==> src/rtl/terminal_line_ring_buffer_defines.svh <==
// assertion macros used by the terminal line ring buffer datapath
`ifndef TERMINAL_LINE_RING_BUFFER_DEFINES_SVH
`define TERMINAL_LINE_RING_BUFFER_DEFINES_SVH

// same-cycle implication, checked on every rising clock edge outside reset
`define TLRB_ASSERT_IMPL(name, clk, rst, ante, cons, msg) \
   name: assert property (@(posedge clk) disable iff (rst) (ante) |-> (cons)) \
      else $error(msg);

// next-cycle implication, checked on every rising clock edge outside reset
`define TLRB_ASSERT_NEXT(name, clk, rst, ante, cons, msg) \
   name: assert property (@(posedge clk) disable iff (rst) (ante) |=> (cons)) \
      else $error(msg);

`endif

==> src/rtl/tlrb_pkg.sv <==
// shared types, constants and pointer helpers of the terminal line ring buffer
`timescale 1ns / 1ps

package tlrb_pkg;

   // ring geometry
   localparam int RING_BYTES = 4096;
   localparam int LINE_CHUNK = 64;
   localparam int PTR_W      = $clog2(RING_BYTES);

   // field widths
   localparam int MODE_W   = 2;
   localparam int BYTE_W   = 8;
   localparam int LEN_W    = 7;
   localparam int STATUS_W = 2;
   localparam int LINES_W  = 13;

   typedef logic [PTR_W-1:0]    ptr_type;
   typedef logic [BYTE_W-1:0]   byte_type;
   typedef logic [LEN_W-1:0]    len_type;
   typedef logic [STATUS_W-1:0] status_type;
   typedef logic [LINES_W-1:0]  lines_type;

   localparam lines_type LINES_MAX      = '1;
   localparam len_type   LINE_CHUNK_LEN = LEN_W'(LINE_CHUNK);

   // special keys
   localparam byte_type KEY_BACKSPACE = 8'h08;
   localparam byte_type KEY_NEWLINE   = 8'h0A;

   // request modes
   localparam logic [MODE_W-1:0] MODE_PUSH     = 2'd0;
   localparam logic [MODE_W-1:0] MODE_GET_CHAR = 2'd1;
   localparam logic [MODE_W-1:0] MODE_GET_LINE = 2'd2;

   // response status codes
   localparam status_type ST_OK      = 2'd0;
   localparam status_type ST_FULL    = 2'd1;
   localparam status_type ST_EMPTY   = 2'd2;
   localparam status_type ST_NO_LINE = 2'd3;

   // datapath operations issued by the controller
   typedef enum logic [2:0] {
      OP_NONE,
      OP_PUSH,
      OP_CHAR_START,
      OP_CHAR_TAKE,
      OP_LINE_START,
      OP_LINE_TAKE,
      OP_IGNORE
   } op_type;

   // datapath status seen by the controller
   typedef struct packed {
      logic slot_free;
      logic ring_empty;
      logic no_line;
      logic len_zero;
      logic line_fin;
   } dp_stat_type;

   // ring pointer step forward with wrap
   function automatic ptr_type ptr_inc(input ptr_type p);
      return (p == PTR_W'(RING_BYTES - 1)) ? '0 : p + PTR_W'(1);
   endfunction

   // ring pointer step back with wrap
   function automatic ptr_type ptr_dec(input ptr_type p);
      return (p == '0) ? PTR_W'(RING_BYTES - 1) : p - PTR_W'(1);
   endfunction

endpackage

==> src/rtl/tlrb_ctrl.sv <==
// controller state machine of the terminal line ring buffer
`timescale 1ns / 1ps

module tlrb_ctrl import tlrb_pkg::*; (
   input  logic              clock,
   input  logic              reset,
   input  logic              req_valid,
   input  logic [MODE_W-1:0] req_mode,
   output logic              req_ready,
   input  dp_stat_type       stat,
   output op_type            op
);

   typedef enum logic [1:0] {
      S_IDLE,
      S_CHAR,
      S_LINE
   } state_type;

   state_type state_ff;
   state_type state_in;

   // next state and operation decode
   always_comb begin
      state_in  = state_ff;
      op        = OP_NONE;
      req_ready = 1'b0;
      unique case (state_ff)
         S_IDLE: begin
            req_ready = stat.slot_free;
            if (req_valid && stat.slot_free) begin
               unique case (req_mode)
                  MODE_PUSH: begin
                     op = OP_PUSH;
                  end
                  MODE_GET_CHAR: begin
                     op = OP_CHAR_START;
                     if (!stat.ring_empty) begin
                        state_in = S_CHAR;
                     end
                  end
                  MODE_GET_LINE: begin
                     op = OP_LINE_START;
                     if (!stat.no_line && !stat.len_zero && !stat.ring_empty) begin
                        state_in = S_LINE;
                     end
                  end
                  default: begin
                     op = OP_IGNORE;
                  end
               endcase
            end
         end
         S_CHAR: begin
            if (stat.slot_free) begin
               op       = OP_CHAR_TAKE;
               state_in = S_IDLE;
            end
         end
         S_LINE: begin
            if (stat.slot_free) begin
               op = OP_LINE_TAKE;
               if (stat.line_fin) begin
                  state_in = S_IDLE;
               end
            end
         end
         default: begin
            state_in = S_IDLE;
         end
      endcase
   end

   // state register
   always_ff @(posedge clock) begin
      if (reset) begin
         state_ff <= S_IDLE;
      end else begin
         state_ff <= state_in;
      end
   end

endmodule

==> config.mk <==
export PLATFORM = sky130hd
export DESIGN_NAME = tlrb_ctrl
export DESIGN_NICKNAME = d
export VERILOG_FILES = /design/src/rtl/terminal_line_ring_buffer_defines.svh /design/src/rtl/tlrb_pkg.sv /design/src/rtl/tlrb_ctrl.sv
export SDC_FILE = /design/constraint.sdc
export NUM_CORES = 1
export LEC_CHECK = 0
export ABC_AREA = 1
export CAP_MARGIN = 25
export CORE_AREA = 5 5 42 44
export CTS_BUF_LIST = sky130_fd_sc_hd__clkbuf_4
export CTS_CLUSTER_DIAMETER = 150
export DETAILED_ROUTE_END_ITERATION = 16
export DIE_AREA = 0 0 47 49
export DONT_BUFFER_PORTS = 1
export GPL_TIMING_DRIVEN = 0
export PLACE_DENSITY = 0.41
export SLEW_MARGIN = 20
export SYNTH_ARGS = -nofsm -noshare
export SYNTH_HDL_FRONTEND = slang
export SYNTH_SLANG_ARGS = --single-unit
==> constraint.sdc <==
create_clock -name clock -period 1.2 [get_ports clock]
set_clock_uncertainty 0.2 [all_clocks]
set_input_delay 0.06 -clock clock [delete_from_list [all_inputs] [get_ports clock]]
set_output_delay 0.06 -clock clock [all_outputs]
set_load 0.05 [all_outputs]
==> results of run 1 <==
-- stage by stage --
stage                     cell area (um2)  hold slack, ns  std cells
after global routing                  480          0.0294         72
after global placement                275         -0.0637         56
final                                 480         0.00834         72
after floorplan                       255         -0.0709         40
after detailed placement              275         -0.0632         56
after CTS                             465         0.00561         72
-- cell usage in the layout, fill, tap and decap left out, types with 2 or more instances in the layout --
cell type	instances
inv_1	7
nand2_1	5
nor2_4	3
nor2_1	3
nand3_2	5
o21ai_4	2
buf_4	6
nand3_1	4
nand3_4	2
clkbuf_4	3
dlygate4sd3_1	7
-- per-layer routing --
| layer | wire length [um] | share of wire | up-vias |
|---|---|---|---|
| met5 | 0 | 0 | - |
| met2 | 417 | 0.55 | 10 |
| met1 | 272 | 0.36 | 148 |
| li1 | - | - | 159 |
| met4 | 0 | 0 | 0 |
| met3 | 66 | 0.087 | 0 |
-- where the power goes --
group | internal [uW] | switching (uW)
logic | 45.3 | 71.1
clock network | 110 | 35.2
registers | 66.4 | 1.90
-- worst register-to-register path, delay by kind of cell (launching register included) --
| family | cells | cell delay, ns |
|---|---|---|
| AO/OA/AOI/OAI | 1 | 0.12 |
| AND/OR/NAND/NOR | 3 | 0.34 |
| buffers and inverters | 3 | 0.33 |
| flip-flops | 1 | 0.34 |
-- worst max-delay path by stage --
| stage | slack (ns) | depth (start not counted) | endpoint |
|---|---|---|---|
| 3_3_place_gp | -0.18 | 5 | op[1] |
| 4_1_cts | -0.32 | 5 | op[1] |
| 6_report | -0.29 | 5 | op[1] |
| 5_1_grt | -0.36 | 5 | op[1] |
| 3_5_place_dp | -0.17 | 5 | op[1] |
| 2_1_floorplan | -0.09 | 5 | op[1] |
-- cell families (layout without fill, tap and decap cells) --
family                 count (synthesis)  after routing  synth area share
AOI/OAI and AO/OA                      4              4            0.0889
buffers and inverters                 10             26             0.167
DFF                                    2              2             0.178
and+or+nand+nor                       24             24             0.567
-- cell type report --
cell class,instances,share of cell area
clock buffer,3,0.0469
inverter,10,0.0833
multi-input combinational,28,0.495
sequential,2,0.0937
tap,16,0.0417
timing repair buffer,13,0.240
-- timing repair --
item | in CTS | in global routing
hold endpoints to repair | 2 | 0
hold buffers | 7 | 0
setup buffers | 6 | 0
endpoints found under the setup margin | 4 | 6
gates resized for setup | 13 | 3
pin swaps | 4 | 5
==> impl_metrics.tcl, run 1 <==
set metrics [dict create \
    synth_edf_count 0 \
    worstMarginPinSlew_ns 0.388 \
    die_h_um 49 \
    ys_dominant_reg_cell "dfxtp_1" \
    io_buffers 0 \
    fmax_mhz 669 \
    critPathKind "flip-flop to output pin" \
    worstHoldStart "req_mode[0]" \
    path_max_fanout 2 \
    ys_seq_area_frac 0.178 \
    via_per_inst 4.40 \
    antenna_found_initial 0 \
    cp_slowest_cell "dfxtp_4" \
    fin_util 0.343 \
    cts_buffers 3 \
    grt_use_total 0.0787 \
    dpl_worst_slack_ns -0.167 \
    grt_max_degree 6 \
    grt_pass1_wl_um 1350 \
    drv_cap 0 \
    r2r-end "state_ff[1]$_SDFFE_PP0P_" \
    leakage_uw 0.000209 \
    synth.distinct_cells 13 \
    coreArea_mm2 0.00140 \
    dr_total_vias 317 \
    cts_buffer_depth 2 \
    drive_gt1_frac 0.500 \
    slew_headroom 0.740 \
    ys_ff_latch 2 \
    hold_path.class "input port to flip-flop" \
    overflow 0 \
    syn_avg_cell_area_um2 5.63 \
    cp_cell_sequence "nor2_4 -> inv_4 -> nor2_4 -> inv_2 -> o21ai_4" \
    post-synth-top-count-cell "nand3_1" \
    cts_sinks 2 \
    ant_nets 0 \
    cp_num_buf_inv 2 \
    path_delay_family "flip-flops" \
    syn_to_final_growth_pct 113 \
    r2r.worst_path.cells 7 \
    num_io_pins 14 \
    die_area_mm2 0.00230 \
    async_reset_ff_frac 0 \
    synth_fp_nets 50 \
    wl_um 756 \
    routedWlPerCell_um 10.5 \
    cp_data_arrival_time_ns 1.23 \
    largest_reg_flops 2 \
    die_w_um 47 \
    yosysTopAreaCell "nand3_1" \
    grtUsageMet1 0.0850 \
    clk_latency_ns 0.22 \
    use_met2 0.124 \
    yosys.area.top_type_share 0.200 \
    cts_root_buf "clkbuf_4" \
    dpl.hpwl_um 514 \
    cts_tree "done" \
    drc 0 \
    status "complete, but fails checks" \
    period_needed_ns 1.49 \
    tns_ns -1.40 \
    filler_cell_count 161 \
    critPathMaxStageDelay_ns 0.34 \
    first_global_vias 355 \
    start_util 0.161 \
    synth_warnings 0 \
    synthCells 40 \
    synth.cell_area_um2 225 \
    worstHoldEndpoint "state_ff[1]$_SDFFE_PP0P_" \
    top_usage_layer "met2" \
    synth.area.top_cells "nand3_1 20%, dfxtp_1 18%, inv_1 13%" \
    regArea_um2 45.0 \
    clk_pin_slew_ns 0.03 \
    startpoint_type "flip-flop" \
    fin_nets 68 \
    peakVddDrop_v 0.000371 \
    power.total_uw 330 \
    critPathCaptureType "output pin" \
    required_ns 0.94 \
    r2r_start "state_ff[1]$_SDFFE_PP0P_" \
    top_regs "state_ff (2)" \
    violations "setup timing" \
    firstDrtPassIters 4 \
    largest_register "state_ff" \
    fin_ws_ns -0.294 \
    hold_depth 6 \
    powerDensity_mw_per_mm2 687 \
    crit_path_start "state_ff[1]$_SDFFE_PP0P_" \
    hold_viol 0 \
    finalCritPeriodShare 1.24 \
    gp_congestion 0.684 \
    h-tree-depth 1 \
    antenna_cells 0 \
    r2r_setup_slack_ns -0.20 \
    path_common_cell "nor2_4" \
    rsz0062_at_grt "true" \
    drtIter0Drc 4 \
    maxSlewViolCount 0 \
    core.rowCount 14 \
    synthTopCellsByCount "9 x nand3_1, 8 x inv_1, 5 x nand2_1" \
    use_met3 0.0332 \
    multi_input_area_um2 238 \
    finalSetupViolCount 6 \
]
Note: power is estimated with default switching activity, not from simulation.
==> run 2, diff against run 1 <==
--- a/config.mk
+++ b/config.mk
@@ -5,7 +5,7 @@
 export SDC_FILE = /design/constraint.sdc
 export NUM_CORES = 1
 export LEC_CHECK = 0
-export ABC_AREA = 1
+export ABC_AREA = 0
 export CAP_MARGIN = 25
 export CORE_AREA = 5 5 42 44
 export CTS_BUF_LIST = sky130_fd_sc_hd__clkbuf_4
@@ -14,7 +14,7 @@
 export DIE_AREA = 0 0 47 49
 export DONT_BUFFER_PORTS = 1
 export GPL_TIMING_DRIVEN = 0
-export PLACE_DENSITY = 0.41
+export PLACE_DENSITY = 0.37
 export SLEW_MARGIN = 20
 export SYNTH_ARGS = -nofsm -noshare
 export SYNTH_HDL_FRONTEND = slang
==> impl_metrics.tcl, run 2 <==
set metrics [dict create \
    status "complete, but fails checks" \
    violations "setup timing" \
    overflow 0 \
    critPathCaptureType "output pin" \
    synth_fp_nets 32 \
    grt_use_total 0.0710 \
    fmax_mhz 718 \
    synth_warnings 0 \
    fin_nets 48 \
    drtIter0Drc 1 \
    ctsHoldBuffers 7 \
    start_util 0.132 \
    critPathMaxStageDelay_ns 0.51 \
    cp_slowest_cell "nor3b_4" \
    grt_pass1_wl_um 1090 \
    largest_reg_flops 2 \
    largest_register "state_ff" \
    ys_ff_latch 2 \
    startpoint_type "flip-flop" \
    r2r.worst_path.cells 4 \
    fin_ws_ns -0.193 \
    cts_sinks 2 \
    firstDrtPassIters 2 \
    syn_avg_cell_area_um2 8.42 \
    ys_seq_area_frac 0.216 \
    synth.cell_area_um2 185 \
    dpl_worst_slack_ns -0.0628 \
    maxSlewViolCount 0 \
    die_area_mm2 0.00230 \
    peakVddDrop_v 0.000387 \
    leakage_uw 0.000147 \
    yosys.area.top_type_share 0.216 \
    h-tree-depth 1 \
    finalCritPeriodShare 1.16 \
    worstHoldEndpoint "state_ff[0]$_SDFFE_PP0P_" \
    synth.distinct_cells 15 \
    dpl.hpwl_um 477 \
    hold_viol 0 \
    top_regs "state_ff (2)" \
    cts_tree "done" \
    routedWlPerCell_um 15.7 \
    final_common_cell "dlygate4sd3_1" \
    cp_cell_sequence "a21oi_4 -> nor3b_4" \
    critPathKind "flip-flop to output pin" \
    num_io_pins 14 \
    post-synth-top-count-cell "nor2_1" \
    gp_congestion 0.764 \
    synth.area.top_cells "dfxtp_1 22%, nor4_4 11%, a211oi_1 8.1%" \
    antenna_found_initial 0 \
    coreArea_mm2 0.00140 \
    drive_gt1_frac 0.611 \
    cp_data_arrival_time_ns 1.13 \
    synth_edf_count 0 \
    layout_common_cells "6 x dlygate4sd3_1, 4 x buf_4, 3 x nor2_4, 3 x clkbuf_4" \
    rsz0062_at_grt "true" \
    r2r_start "state_ff[1]$_SDFFE_PP0P_" \
    wl_um 814 \
    via_per_inst 4.54 \
    die_w_um 47 \
    synthCells 22 \
    r2r-end "state_ff[0]$_SDFFE_PP0P_" \
    path_delay_family "simple AND/OR/NAND/NOR gates" \
    yosysTopAreaCell "dfxtp_1" \
    path_max_fanout 3 \
    slew_headroom 0.623 \
    clk_latency_ns 0.22 \
    drv_cap 0 \
    die_h_um 49 \
    ys_dominant_reg_cell "dfxtp_1" \
    clk_pin_slew_ns 0.03 \
    ant_nets 0 \
    required_ns 0.94 \
    fin_cells 52 \
    grt_max_degree 7 \
    worstHoldStart "stat[4]" \
    powerDensity_mw_per_mm2 728 \
    dr_total_vias 236 \
    io_buffers 0 \
    hold_path.class "input port to flip-flop" \
    cts_root_buf "clkbuf_4" \
    first_global_vias 256 \
    cp.depth 2 \
    finalSetupViolCount 6 \
    cts_buffers 3 \
    async_reset_ff_frac 0 \
    period_needed_ns 1.39 \
    synthTopCellsByCount "4 x nor2_1, 2 x a211oi_1, 2 x a21oi_1, 2 x dfxtp_1, 2 x nand2_1" \
    worstMarginPinSlew_ns 0.564 \
    cp_num_buf_inv 0 \
    hold_depth 3 \
    drc 0 \
    syn_to_final_growth_pct 123 \
    cts_buffer_depth 2 \
    dpl.cell_count 38 \
    r2r_setup_slack_ns -0.04 \
    antenna_cells 0 \
    core.rowCount 14 \
]
[run 2: kinds of logic after synthesis]
logic type,synth area share
AO/OA/AOI/OAI,0.230
buffers and inverters,0.0608
flip-flops,0.216
AND/OR/NAND/NOR,0.493
[run 2: how the worst max path moves through the flow]
stage | from | slack (ns) | to
final | state_ff[1]$_SDFFE_PP0P_ | -0.19 | op[2]
after CTS | state_ff[0]$_SDFFE_PP0P_ | -0.23 | op[2]
after detailed placement | state_ff[0]$_SDFFE_PP0P_ | -0.06 | op[0]
after global placement | state_ff[0]$_SDFFE_PP0P_ | -0.05 | op[0]
after floorplan | state_ff[0]$_SDFFE_PP0P_ | -0.02 | op[0]
after global routing | state_ff[1]$_SDFFE_PP0P_ | -0.23 | op[2]
[run 2: repair_timing]
item,4_1_cts,5_1_grt
setup buffers,3,2
gates resized for setup,6,11
pin swaps,4,8
hold endpoints to repair,2,1
setup endpoints to repair,4,6
[run 2: final cells by class]
| cell class | instances | area (um2) |
|---|---|---|
| Fill cell | 155 | 988 |
| Multi-Input combinational cell | 18 | 205 |
| Timing Repair Buffer | 12 | 114 |
| Sequential cell | 2 | 47.5 |
| Clock buffer | 3 | 22.5 |
| Tap cell | 16 | 20.0 |
| Inverter | 1 | 3.75 |
[run 2: through the flow]
stage | instance area [um2] | TNS, ns | hold WS, ns | utilization | power, uW
floorplan | 200 | -0.0168 | 0.00242 | - | 118
global placement | 220 | -0.0716 | 0.00989 | 0.157 | 121
detailed placement | 220 | -0.130 | 0.0114 | 0.157 | 122
CTS | 362 | -0.797 | 0.0202 | 0.258 | 309
global route | 413 | -0.864 | 0.00582 | 0.295 | 326
finish | 413 | -0.599 | 0.00426 | 0.295 | 301
[run 2: metal layers]
layer  global-route usage  part of all wire
met5                    0                 0
met4               0.0415                 0
met3               0.0406              0.12
met2               0.0995              0.45
met1               0.0808              0.42
[run 2: report_power, final]
part / internal, uW / switching [uW] / leakage [uW]
registers: 63.8 / 1.53 / 0.0000177
logic: 38.2 / 51.9 / 0.000116
clock network: 110 / 35.3 / 0.0000138
[run 2: worst min-delay path, delay by kind of cell]
| kind | cells | cell delay (ns) |
|---|---|---|
| AO/OA/AOI/OAI | 1 | 0.16 |
| AND/OR/NAND/NOR | 2 | 0.15 |
